===== config.mk =====
export PLATFORM = sky130hd
export DESIGN_NAME = permutation_unrank_factorial_base
export DESIGN_NICKNAME = d
export VERILOG_FILES = /design/src/rtl/core/pu_pkg.sv /design/src/rtl/core/pu_front.sv /design/src/rtl/core/pu_queue.sv /design/src/rtl/core/pu_back.sv /design/src/rtl/core/permutation_unrank_factorial_base.sv
export SDC_FILE = /design/constraint.sdc
export NUM_CORES = 1
export LEC_CHECK = 0
export BUFFER_PORTS_ARGS = -buffer_cell sky130_fd_sc_hd__buf_4
export CORE_UTILIZATION = 30
export CTS_CLUSTER_DIAMETER = 50
export DETAILED_ROUTE_END_ITERATION = 10
export GPL_TIMING_DRIVEN = 0
export MAX_ROUTING_LAYER = met4
export PLACE_DENSITY = 0.54
export SETUP_SLACK_MARGIN = 0.15
export SYNTH_ARGS = -nofsm -noshare
export SYNTH_HDL_FRONTEND = slang
export SYNTH_SLANG_ARGS = --single-unit

===== constraint.sdc =====
create_clock -name clk -period 28.7 [get_ports clk]
set_clock_uncertainty 0.2 [all_clocks]
set_input_delay 0 -clock clk [delete_from_list [all_inputs] [get_ports clk]]
set_output_delay 0 -clock clk [all_outputs]
set_load 0.005 [all_outputs]

===== src/rtl/core/pu_pkg.sv =====
// shared types, constants and helper functions of the permutation unranking block
`default_nettype none

package pu_pkg;

	localparam int MAX_ELEMENTS = 16;
	localparam int RANK_W = 45;
	localparam int SIZE_W = 5;
	localparam int IDX_W = 4;

	// divider works on a zero-padded copy of the rank, several bits a cycle
	localparam int DIV_STEP = 8;
	localparam int DIV_W = 48;
	localparam int DIV_CHUNKS = DIV_W / DIV_STEP;

	// configuration register map (word index)
	localparam logic REG_PERM_SIZE = 1'b0;
	localparam logic [SIZE_W-1:0] PERM_SIZE_RESET = 5'd2;

	// one accepted rank on its way from the front to the back
	typedef struct packed {
		logic [RANK_W-1:0] rank;
		logic [SIZE_W-1:0] size;
		logic              err;
	} pu_item_t;

	// factorial of the element count
	function automatic logic [RANK_W-1:0] pu_factorial(input logic [SIZE_W-1:0] n);
		logic [RANK_W-1:0] f;
		unique case (n)
			5'd0, 5'd1: f = 45'd1;
			5'd2:       f = 45'd2;
			5'd3:       f = 45'd6;
			5'd4:       f = 45'd24;
			5'd5:       f = 45'd120;
			5'd6:       f = 45'd720;
			5'd7:       f = 45'd5040;
			5'd8:       f = 45'd40320;
			5'd9:       f = 45'd362880;
			5'd10:      f = 45'd3628800;
			5'd11:      f = 45'd39916800;
			5'd12:      f = 45'd479001600;
			5'd13:      f = 45'd6227020800;
			5'd14:      f = 45'd87178291200;
			5'd15:      f = 45'd1307674368000;
			default:    f = 45'd20922789888000;
		endcase
		return f;
	endfunction

	// number of set bits in a slot mask
	function automatic logic [SIZE_W-1:0] pu_popcount(input logic [MAX_ELEMENTS-1:0] v);
		logic [SIZE_W-1:0] c;
		c = '0;
		for (int k = 0; k < MAX_ELEMENTS; k++) begin
			c = c + SIZE_W'(v[k]);
		end
		return c;
	endfunction

endpackage

`default_nettype wire


===== src/rtl/core/pu_front.sv =====
// front end: takes rank beats, clamps the size and flags ranks out of range
`default_nettype none

module pu_front
	import pu_pkg::*;
(
	input  wire logic [SIZE_W-1:0] perm_size,
	input  wire logic              in_valid,
	output logic                   in_stall,
	input  wire logic [RANK_W-1:0] rank,
	input  wire logic              q_full,
	output logic                   q_push,
	output pu_item_t               q_item
);

	logic [SIZE_W-1:0] size_eff;

	// saturate the configured size into the supported range
	always_comb begin
		if (perm_size < SIZE_W'(2)) begin
			size_eff = SIZE_W'(2);
		end else if (perm_size > SIZE_W'(MAX_ELEMENTS)) begin
			size_eff = SIZE_W'(MAX_ELEMENTS);
		end else begin
			size_eff = perm_size;
		end
	end

	// classify and hand the beat to the queue
	assign in_stall = q_full;
	assign q_push = in_valid && !q_full;
	assign q_item.rank = rank;
	assign q_item.size = size_eff;
	assign q_item.err = (rank >= pu_factorial(size_eff));

endmodule

`default_nettype wire


===== src/rtl/core/pu_queue.sv =====
// two-entry queue between the front end and the back end
`default_nettype none

module pu_queue
	import pu_pkg::*;
(
	input  wire logic     clk,
	input  wire logic     arst_n,
	input  wire logic     push,
	input  wire pu_item_t push_item,
	output logic          full,
	input  wire logic     pop,
	output logic          not_empty,
	output pu_item_t      pop_item
);

	pu_item_t    entry_q [2];
	logic        wr_ptr_q;
	logic        rd_ptr_q;
	logic [1:0]  count_q;

	assign full = (count_q == 2'd2);
	assign not_empty = (count_q != 2'd0);
	assign pop_item = entry_q[rd_ptr_q];

	// pointers and fill level
	always_ff @(posedge clk or negedge arst_n) begin
		if (!arst_n) begin
			wr_ptr_q <= 1'b0;
			rd_ptr_q <= 1'b0;
			count_q <= 2'd0;
		end else begin
			if (push) begin
				wr_ptr_q <= !wr_ptr_q;
			end
			if (pop) begin
				rd_ptr_q <= !rd_ptr_q;
			end
			if (push && !pop) begin
				count_q <= count_q + 2'd1;
			end else if (pop && !push) begin
				count_q <= count_q - 2'd1;
			end
		end
	end

	// entry storage
	always_ff @(posedge clk) begin
		if (push) begin
			entry_q[wr_ptr_q] <= push_item;
		end
	end

	a_no_overflow: assert property (@(posedge clk) disable iff (!arst_n)
		count_q == 2'd2 |-> !push || pop)
		else $error("queue written while full");

endmodule

`default_nettype wire


===== src/rtl/core/pu_back.sv =====
// back end: digit extraction, slot placement and result emission
`default_nettype none

module pu_back
	import pu_pkg::*;
(
	input  wire logic              clk,
	input  wire logic              arst_n,
	input  wire logic              q_not_empty,
	input  wire pu_item_t          q_item,
	output logic                   q_pop,
	output logic                   out_valid,
	input  wire logic              out_stall,
	output logic [IDX_W-1:0]       position,
	output logic [IDX_W-1:0]       element,
	output logic                   last,
	output logic                   rank_error
);

	localparam logic [1:0] ST_IDLE  = 2'd0;
	localparam logic [1:0] ST_DIV   = 2'd1;
	localparam logic [1:0] ST_PLACE = 2'd2;
	localparam logic [1:0] ST_EMIT  = 2'd3;

	logic [1:0]              state_q;
	logic [DIV_W-1:0]        rest_q;
	logic [IDX_W-1:0]        rem_q;
	logic [2:0]              chunk_q;
	logic [SIZE_W-1:0]       base_q;
	logic [IDX_W-1:0]        didx_q;
	logic [IDX_W-1:0]        cnt_q;
	logic [SIZE_W-1:0]       n_q;
	logic                    err_q;
	logic [MAX_ELEMENTS-1:0] taken_q;
	logic [IDX_W-1:0]        digit_q [MAX_ELEMENTS];
	logic [IDX_W-1:0]        slot_q [MAX_ELEMENTS];
	logic                    out_valid_q;
	logic [IDX_W-1:0]        position_q;
	logic [IDX_W-1:0]        element_q;
	logic                    last_q;
	logic                    rank_error_q;

	logic [IDX_W-1:0]        div_rem;
	logic [DIV_STEP-1:0]     div_quo;
	logic                    div_done;
	logic [IDX_W-1:0]        n_last;
	logic [MAX_ELEMENTS-1:0] free_slots;
	logic [IDX_W-1:0]        want;
	logic [IDX_W-1:0]        pick;
	logic                    out_free;
	logic                    emit_last;

	assign n_last = IDX_W'(n_q - SIZE_W'(1));
	assign q_pop = (state_q == ST_IDLE) && q_not_empty;
	assign out_free = !out_valid_q || !out_stall;
	assign emit_last = err_q || (cnt_q == n_last);
	assign div_done = (chunk_q == 3'(DIV_CHUNKS - 1));

	// restoring division of the rest by the current base, a chunk of bits a cycle
	always_comb begin
		logic [IDX_W:0] t;
		logic [IDX_W-1:0] r;
		r = rem_q;
		div_quo = '0;
		for (int k = 0; k < DIV_STEP; k++) begin
			t = {r, rest_q[DIV_W-1-k]};
			if (t >= base_q) begin
				r = IDX_W'(t - base_q);
				div_quo[DIV_STEP-1-k] = 1'b1;
			end else begin
				r = t[IDX_W-1:0];
			end
		end
		div_rem = r;
	end

	// find the digit-th free slot among the first n
	always_comb begin
		logic [MAX_ELEMENTS-1:0] below;
		want = digit_q[cnt_q];
		for (int j = 0; j < MAX_ELEMENTS; j++) begin
			free_slots[j] = !taken_q[j] && (SIZE_W'(j) < n_q);
		end
		pick = n_last;
		for (int j = 0; j < MAX_ELEMENTS; j++) begin
			below = free_slots & ((MAX_ELEMENTS'(1) << j) - MAX_ELEMENTS'(1));
			if (free_slots[j] && (pu_popcount(below) == {1'b0, want})) begin
				pick = IDX_W'(j);
			end
		end
	end

	// sequencer
	always_ff @(posedge clk or negedge arst_n) begin
		if (!arst_n) begin
			state_q <= ST_IDLE;
			rem_q <= '0;
			chunk_q <= '0;
			base_q <= SIZE_W'(2);
			didx_q <= '0;
			cnt_q <= '0;
			n_q <= SIZE_W'(2);
			err_q <= 1'b0;
			taken_q <= '0;
			out_valid_q <= 1'b0;
		end else begin
			unique case (state_q)
				ST_IDLE: begin
					if (q_not_empty) begin
						n_q <= q_item.size;
						err_q <= q_item.err;
						rem_q <= '0;
						chunk_q <= '0;
						base_q <= SIZE_W'(2);
						didx_q <= IDX_W'(q_item.size - SIZE_W'(2));
						cnt_q <= '0;
						state_q <= q_item.err ? ST_EMIT : ST_DIV;
					end
				end
				ST_DIV: begin
					if (div_done) begin
						rem_q <= '0;
						chunk_q <= '0;
						if (didx_q == '0) begin
							taken_q <= '0;
							cnt_q <= '0;
							state_q <= ST_PLACE;
						end else begin
							didx_q <= didx_q - IDX_W'(1);
							base_q <= base_q + SIZE_W'(1);
						end
					end else begin
						rem_q <= div_rem;
						chunk_q <= chunk_q + 3'd1;
					end
				end
				ST_PLACE: begin
					taken_q[pick] <= 1'b1;
					if (cnt_q == n_last) begin
						cnt_q <= '0;
						state_q <= ST_EMIT;
					end else begin
						cnt_q <= cnt_q + IDX_W'(1);
					end
				end
				ST_EMIT: begin
					if (out_free) begin
						cnt_q <= cnt_q + IDX_W'(1);
						if (emit_last) begin
							state_q <= ST_IDLE;
						end
					end
				end
				default: begin
					state_q <= ST_IDLE;
				end
			endcase

			// output register valid
			if (state_q == ST_EMIT && out_free) begin
				out_valid_q <= 1'b1;
			end else if (!out_stall) begin
				out_valid_q <= 1'b0;
			end
		end
	end

	// datapath registers
	always_ff @(posedge clk) begin
		if (q_pop) begin
			rest_q <= DIV_W'(q_item.rank);
		end else if (state_q == ST_DIV) begin
			rest_q <= {rest_q[DIV_W-DIV_STEP-1:0], div_quo};
			if (div_done) begin
				digit_q[didx_q] <= div_rem;
				if (didx_q == '0) begin
					digit_q[n_last] <= '0;
				end
			end
		end
		if (state_q == ST_PLACE) begin
			slot_q[pick] <= cnt_q;
		end
		if (state_q == ST_EMIT && out_free) begin
			position_q <= err_q ? '0 : cnt_q;
			element_q <= err_q ? '0 : slot_q[cnt_q];
			last_q <= emit_last;
			rank_error_q <= err_q;
		end
	end

	assign out_valid = out_valid_q;
	assign position = position_q;
	assign element = element_q;
	assign last = last_q;
	assign rank_error = rank_error_q;

	a_rem_below_base: assert property (@(posedge clk) disable iff (!arst_n)
		state_q == ST_DIV |-> rem_q < base_q)
		else $error("division remainder not below base");

	a_place_count: assert property (@(posedge clk) disable iff (!arst_n)
		state_q == ST_PLACE |-> $countones(taken_q) == cnt_q)
		else $error("taken slots disagree with placed elements");

	a_emit_full: assert property (@(posedge clk) disable iff (!arst_n)
		state_q == ST_EMIT && !err_q |-> $countones(taken_q) == n_q)
		else $error("emission started before every slot was filled");

endmodule

`default_nettype wire


===== src/rtl/core/permutation_unrank_factorial_base.sv =====
// top level of the permutation unranking block with its register port
`default_nettype none

// Turns each rank beat into a permutation of perm_size elements (2 to 16) in
// the factorial number system and returns one beat per slot, in slot order,
// carrying the element placed there, with last on the final beat. A rank at or
// above perm_size factorial yields a single beat with rank_error and last set.
// One rank at a time is worked on: a divider step per mixed-radix digit, then
// slot placement at one element per cycle and one result beat per cycle while
// out_stall is low; a rejected rank goes straight to its error beat. A
// two-entry queue behind the input lets up to two further ranks be taken
// meanwhile. perm_size sits at byte address 0.

module permutation_unrank_factorial_base
	import pu_pkg::*;
(
	input  wire logic              clk,
	input  wire logic              arst_n,
	input  wire logic              psel,
	input  wire logic              penable,
	input  wire logic              pwrite,
	input  wire logic [2:0]        paddr,
	input  wire logic [31:0]       pwdata,
	output logic [31:0]            prdata,
	output logic                   pready,
	input  wire logic              in_valid,
	output logic                   in_stall,
	input  wire logic [RANK_W-1:0] rank,
	output logic                   out_valid,
	input  wire logic              out_stall,
	output logic [IDX_W-1:0]       position,
	output logic [IDX_W-1:0]       element,
	output logic                   last,
	output logic                   rank_error
);

	logic [SIZE_W-1:0] perm_size_q;
	logic              q_full;
	logic              q_push;
	logic              q_pop;
	logic              q_not_empty;
	pu_item_t          push_item;
	pu_item_t          pop_item;

	// register port
	assign pready = 1'b1;
	assign prdata = (paddr[2] == REG_PERM_SIZE) ? 32'(perm_size_q) : 32'd0;

	always_ff @(posedge clk or negedge arst_n) begin
		if (!arst_n) begin
			perm_size_q <= PERM_SIZE_RESET;
		end else if (psel && penable && pwrite && pready && paddr[2] == REG_PERM_SIZE) begin
			perm_size_q <= pwdata[SIZE_W-1:0];
		end
	end

	// input classification
	pu_front u_front (
		.perm_size (perm_size_q),
		.in_valid  (in_valid),
		.in_stall  (in_stall),
		.rank      (rank),
		.q_full    (q_full),
		.q_push    (q_push),
		.q_item    (push_item)
	);

	// decoupling queue
	pu_queue u_queue (
		.clk       (clk),
		.arst_n    (arst_n),
		.push      (q_push),
		.push_item (push_item),
		.full      (q_full),
		.pop       (q_pop),
		.not_empty (q_not_empty),
		.pop_item  (pop_item)
	);

	// unranking engine
	pu_back u_back (
		.clk         (clk),
		.arst_n      (arst_n),
		.q_not_empty (q_not_empty),
		.q_item      (pop_item),
		.q_pop       (q_pop),
		.out_valid   (out_valid),
		.out_stall   (out_stall),
		.position    (position),
		.element     (element),
		.last        (last),
		.rank_error  (rank_error)
	);

endmodule

`default_nettype wire

# Yosys cells after proc, flatten, opt, wreduce, memory -nomap -nowiden
# Memories as Yosys holds them, arrays and structs flattened. A register that Yosys moved wholly into a read port is not among the register bits.
# Cells that the tools add are included.
totals:
  reg_bits: 108
  mem_bits_rw: 230
  rom_bits: 576
  in_bits: 87
  output_inout_bits: 45
  elab_cells: 280
  n_memories: 4
op_classes:
  addsub: 30
  order_cmp: 29
  eq_ne: 29
  n_mux: 87
  bitwise: 2
  reduce_logical: 80
memory_table:
  columns: ["name", "words", "width", "read_ports", "rd_ports_with_merged_regs", "write_ports", "line_no", "rtl"]
  rows:
  - ["(name not given)", 16, 36, 1, 0, 0, "pu_pkg.sv:30", "unique case (n)"]
  - ["u_queue.entry_q", 2, 51, 1, 0, 1, "pu_queue.sv:17", "pu_item_t entry_q [2];"]
  - ["u_back.digit_q", 16, 4, 1, 0, 2, "pu_back.sv:35", "logic [IDX_W-1:0] digit_q [MAX_ELEMENTS];"]
  - ["u_back.slot_q", 16, 4, 1, 1, 1, "pu_back.sv:36", "logic [IDX_W-1:0] slot_q [MAX_ELEMENTS];"]
op_table:
  columns: ["operator", "count"]
  rows:
  - ["2-to-1 mux 45 bit", 3]
  - ["2-to-1 mux 4 bit", 33]
  - ["equality test 5 x 4 -> 1 bit", 14]
  - ["adder 5 x 1 -> 5 bit", 13]
  - [">= comparator 45 bit", 1]
  - ["logical AND 1 bit", 41]
  - [">= comparator 5 bit", 8]
  - ["< comparator 4 x 5 -> 1 bit (first input constant)", 8]
  - ["2-to-1 mux 16 bit", 2]
  - ["one-hot mux 16 bit (2 select lines)", 1]
  - ["subtractor 4 bit", 8]
  - ["2-to-1 mux 5 bit", 6]
  - ["2-to-1 mux 1 bit", 24]
  - ["logical NOT 1 bit", 23]
  - ["< comparator 3 x 5 -> 1 bit (first input constant)", 4]
  - ["2-to-1 mux 2 bit", 9]
  - ["OR 16 bit", 1]
  - ["one-hot mux 4 bit (2 select lines)", 2]
  - ["one-hot mux 4 bit (4 select lines)", 1]
  - ["!= test 2 x 1 -> 1 bit (second input constant)", 7]
  - ["< comparator 1 x 5 -> 1 bit (first input constant)", 2]
  - ["< comparator 2 x 5 -> 1 bit (first input constant)", 2]
  - ["one-hot mux 5 bit (2 select lines)", 1]
  - ["nonzero test 2 bit", 5]
  - ["31 further kinds", 38]

# Longest topological paths before layout
depth:
  word_depth: 25
  mapped_depth: 85
  mapped_depth_nobuf: 81

# Modules after synthesis
# From an unflattened synthesis, not the netlist that was laid out.
hier_totals:
  cells_unflattened: 1814
  area_unflattened_um2: 20495.9
by_module_without_submodules:
  columns: ["mod", "n_inst", "cells_each", "area_each_um2", "seq_area_each_um2"]
  rows:
  - ["pu_back", 1, 1358, 14231.1, 6043.3]
  - ["pu_queue", 1, 175, 4121.5, 3163.0]
  - ["pu_front", 1, 235, 1675.4, 0.0]
  - ["permutation_unrank_factorial_base", 1, 46, 467.9, 126.4]

# Worst setup path after synthesis
# Ideal clock, no wire load.
synth_path:
  path_kind: "reg2reg"
  start: "register u_back.base_q[1]"
  end: "memory u_back.digit_q[8][1]"
  setup_ns: 0.130
  arrival_time_ns: 14.299
  required_ns: 28.370
  path_slack_ns: 14.072
  path_stages_with_launch: 78
  path_buffers: 4
  period_less_slack_ns: 14.628
  cell_sequence: "dfstp_2 -> inv_1 -> ha_1 -> a21o_1 -> a21o_1 -> a31o_2 -> a21o_1 -> a21o_1 -> o21ai_0 -> inv_1 -> ha_1 -> nor2b_1 -> o21ai_0 -> nand2b_1 -> a31o_2 -> a21o_1 -> a21o_1 -> clkbuf_1 -> [42 not listed] -> nand2b_1 -> a31o_2 -> a21o_1 -> a21o_1 -> a21oi_1 -> ha_1 -> o21ai_0 -> nand2b_1 -> a21oi_1 -> nor2b_1 -> o21ai_0 -> nand2b_1 -> clkbuf_1 -> mux2i_1 -> clkbuf_1 -> nor2_1 -> a21oi_1 -> nor2_1"
synth_lines:
  columns: ["item", "line_no", "rtl"]
  rows:
  - ["start: declaration", "pu_back.sv:29", "logic [SIZE_W-1:0] base_q;"]
  - ["start signal: assignment", "pu_back.sv:130", "base_q <= base_q + SIZE_W'(1);"]
  - ["end: declaration", "pu_back.sv:35", null]

==> Implementation_results.wiki <==
{| class="wikitable"
! Metric !! Value
|-
| Biggest area consumer among synthesized cells || sky130_fd_sc_hd__edfxtp_1
|-
| Number of primary I/O pins || 132
|-
| Number of flops mapped to enable cells by yosys || 221
|-
| Type of element capturing the critical path || flop
|-
| Proportion of layout cells with a drive suffix above 1 || 0.136
|-
| Yosys warning total || 0
|-
| Antenna violations before repair || 0
|-
| Total Negative Setup Slacks || 0 ps
|-
| Routed vias || 14.7k
|-
| Tcrit/Tclk final || 0.602
|-
| Top-count cell post-synth || sky130_fd_sc_hd__edfxtp_1
|-
| Most common cell type on the critical path || sky130_fd_sc_hd__a21o_1
|-
| Diodes inserted || 0
|-
| Die Y-Extent || 260 microns
|-
| Number of DRC violations after detailed-routing iteration 0 || 891
|-
| Standard-cell rows || 94
|-
| Hold path endpoint || u_queue.entry_q[1][31]$_DFFE_PP_
|-
| Result of the run || finished clean
|-
| Highest net fanout along the worst path || 10
|-
| Final RePlAce weighted congestion || 0.868
|-
| Post-synth top cells || sky130_fd_sc_hd__edfxtp_1, sky130_fd_sc_hd__nand2_1, sky130_fd_sc_hd__nor2_1
|-
| Maximum Capacitance Violations || 0
|-
| Critical Path Stages || 77
|-
| Worst reg-to-reg path cell count || 77
|-
| Worst path bufs/invs || 11
|-
| CP Data Arrival Time || 17480 ps
|-
| FFs w/ async S/R, synth || 0.158
|-
| Highest attainable clock frequency || 0.0579 GHz
|-
| Clock transition time at the flip-flop clock pins of the worst setup and hold paths || 60 ps
|-
| Critical path startpoint category || flop
|-
| Fin cells || 2973
|-
| RSZ-0062 raised after global routing || false
|-
| Cell area after technology mapping || 20000 sq um
|-
| First-pass GRT wire length || 82500 microns
|-
| Slew HR || 0.383
|-
| Net total in the final layout || 2303
|-
| Most area-consuming cells after synthesis || sky130_fd_sc_hd__edfxtp_1, sky130_fd_sc_hd__ha_1, sky130_fd_sc_hd__dfxtp_1
|-
| Clock tree sinks || 342
|-
| Antenna Violating Nets Remaining || 0
|-
| Origin of the worst min-delay path || rank[25]
|-
| Clk Latency, worst-skew pair || 550 ps
|-
| Total of endpoints with negative setup slack in the final report || 0
|-
| Capture point of the worst reg-to-reg path || u_back.digit_q[8][1]$_SDFFE_PP0P_
|-
| Number of input and output port buffers inserted || 74
|-
| Remaining global-route overflow || 0
|-
| Clock buffer count from CTS || 40
|-
| Type of the worst setup path || flop to flop
|-
| Gate Count Post-Synth || 1833
|-
| Post-synthesis average cell area || 10.9 sq um
|-
| Core region area || 65900 sq um
|-
| Pins Over Slew Limit || 0
|-
| Register bit total from synthesis || 342
|-
| Global-route usage over all layers || 0.159
|-
| Slowest cell delay on critical path || 740 ps
|-
| Number of instances resized during post-cts repair || 0
|-
| Slowest CP cell || sky130_fd_sc_hd__dfstp_2
|-
| Reg-to-reg slack, setup || 11430 ps
|-
| Number of placed cells counting well taps || 2802
|-
| Mean routed wirelength per cell || 17.6 microns
|-
| Pre-Repair DR Iteration Count || 5
|-
| Maximum number of pins on one net before global-route repair || 52
|-
| Start point of the critical path || u_back.base_q[1]$_DFFE_PN1P_
|-
| Clock tree from TritonCTS || built
|-
| Most instantiated flip-flop cell in the synthesis netlist || sky130_fd_sc_hd__edfxtp_1
|-
| Worst slack on hold paths || 19.9 ps
|-
| Sequential cell area fraction in the yosys report || 0.467
|-
| Max clock buf depth || 3
|-
| Top cell type's share of synthesized area || 0.332
|-
| Slew at the pin with the worst max-slew slack || 900 ps
|-
| Mean number of vias per cell || 4.94
|-
| Die area || 67600 sq um
|-
| Total routed wirelength || 52200 microns
|-
| Hpwl dp || 39100 microns
|-
| Class of the tightest hold or removal check || primary input to flop
|-
| Required time of the worst setup path || 28910 ps
|-
| Residual DRC count || 0
|-
| Post-layout minimum cycle time || 17270 ps
|-
| Number of distinct library cell variants in the gate-level netlist after synthesis || 98
|-
| Final Hold Vio Count || 0
|-
| Clock tree root driver cell || sky130_fd_sc_hd__clkbuf_16
|-
| Cell class contributing the biggest share of worst-path delay || compound AO/OA/AOI/OAI gates
|-
| Effective utilization at floorplan || 0.303
|-
| Hold Crit Depth || 2
|-
| Width of the die || 260 microns
|-
| Via count of the first global-routing pass || 14.9k
|-
| Worst flop-to-flop path startpoint || u_back.base_q[1]$_DFFE_PN1P_
|-
| Layout overhead on the synthesized area || 20.5%
|-
| Deepest level of the CTS H-tree || 2
|}
==> metrics by stage <==
| step | setup WS (ps) | util | instance area (sq um) |
|---|---|---|---|
| floorplan | 14070 | - | 20100 |
| global placement | 11950 | 0.330 | 21700 |
| detailed placement | 11380 | 0.331 | 21800 |
| CTS | 11350 | 0.366 | 24100 |
| global route | 9780 | 0.366 | 24100 |
| finish | 11430 | 0.366 | 24100 |
==> layer usage <==
layer  global-route usage  share of wire
met5                    -              0
met4               0.0327          0.014
met3               0.0182          0.039
met2                0.266           0.49
met1                0.207           0.46
==> logic make-up after synthesis <==
logic type	after synthesis	share of synthesized area
adders and majority gates	139	0.0908
DFF	342	0.467
xor gates and xnor gates	104	0.0553
buffers and inverters	162	0.0382
other	2	0.000376
muxes	153	0.100
and+or+nand+nor	570	0.134
AOI/OAI and AO/OA	361	0.114
==> layout by cell type, fill, tap and decap left out, drive strengths merged, types with 35 or more instances in the layout <==
cell type / count
ha: 129
a21oi: 115
nor2: 154
mux4: 35
buf: 136
xnor2: 64
mux2i: 101
inv: 61
o21ai: 102
dfxtp: 67
nand2: 221
clkbuf: 99
dfrtp: 51
dlygate4sd3: 96
edfxtp: 221
==> what timing repair did <==
| item | in CTS | in global routing |
|---|---|---|
| setup endpoints to repair | 0 | 0 |
| hold endpoints to repair | 190 | 0 |
| buffers inserted | 0 | 0 |
| hold buffers | 97 | 0 |
==> registers in the layout, indices dropped and copies added (netlist names), 2 cells and up <==
signal	flops
u_queue.entry_q	102
u_back.digit_q	64
u_back.slot_q	64
u_back.rest_q	48
u_back.taken_q	16
perm_size_q	5
u_back.base_q	5
u_back.n_q	5
u_back.cnt_q	4
u_back.didx_q	4
u_back.element	4
u_back.position	4
u_back.rem_q	4
u_back.chunk_q	3
u_back.state_q	2
u_queue.count_q	2
==> worst reg2reg max path: cells and delay by family (launching register included) <==
| kind | cells | cell delay (ps) |
|---|---|---|
| mux | 1 | 730 |
| simple gates | 17 | 1820 |
| fa+ha+maj | 8 | 2540 |
| buf+inv | 11 | 2040 |
| flops | 1 | 740 |
| compound gates | 40 | 9070 |
==> how the worst max path moves through the flow <==
stage,end,slack [ps]
floorplan,u_back.digit_q[8][1]$_SDFFE_PP0P_,14070
global placement,u_back.digit_q[8][1]$_SDFFE_PP0P_,11950
detailed placement,u_back.digit_q[8][1]$_SDFFE_PP0P_,11380
CTS,u_back.digit_q[8][1]$_SDFFE_PP0P_,11350
global route,u_back.digit_q[3][1]$_SDFFE_PP0P_,9780
finish,u_back.digit_q[8][1]$_SDFFE_PP0P_,11430
==> area by class of cell <==
| class | instances | area, sq um |
|---|---|---|
| plain buffers | 102 | 538 |
| clock buffers | 54 | 1110 |
| clock inverters | 20 | 190 |
| fillers | 6494 | 41800 |
| inverters | 60 | 225 |
| multi-input cells | 1356 | 10000 |
| flip-flops and latches | 342 | 9330 |
| well taps | 864 | 1080 |
| repair buffers | 175 | 1620 |
Power is left out: the tool's default activity adds up to more than one toggle a clock period on the data nets, which glitch-free logic cannot reach.
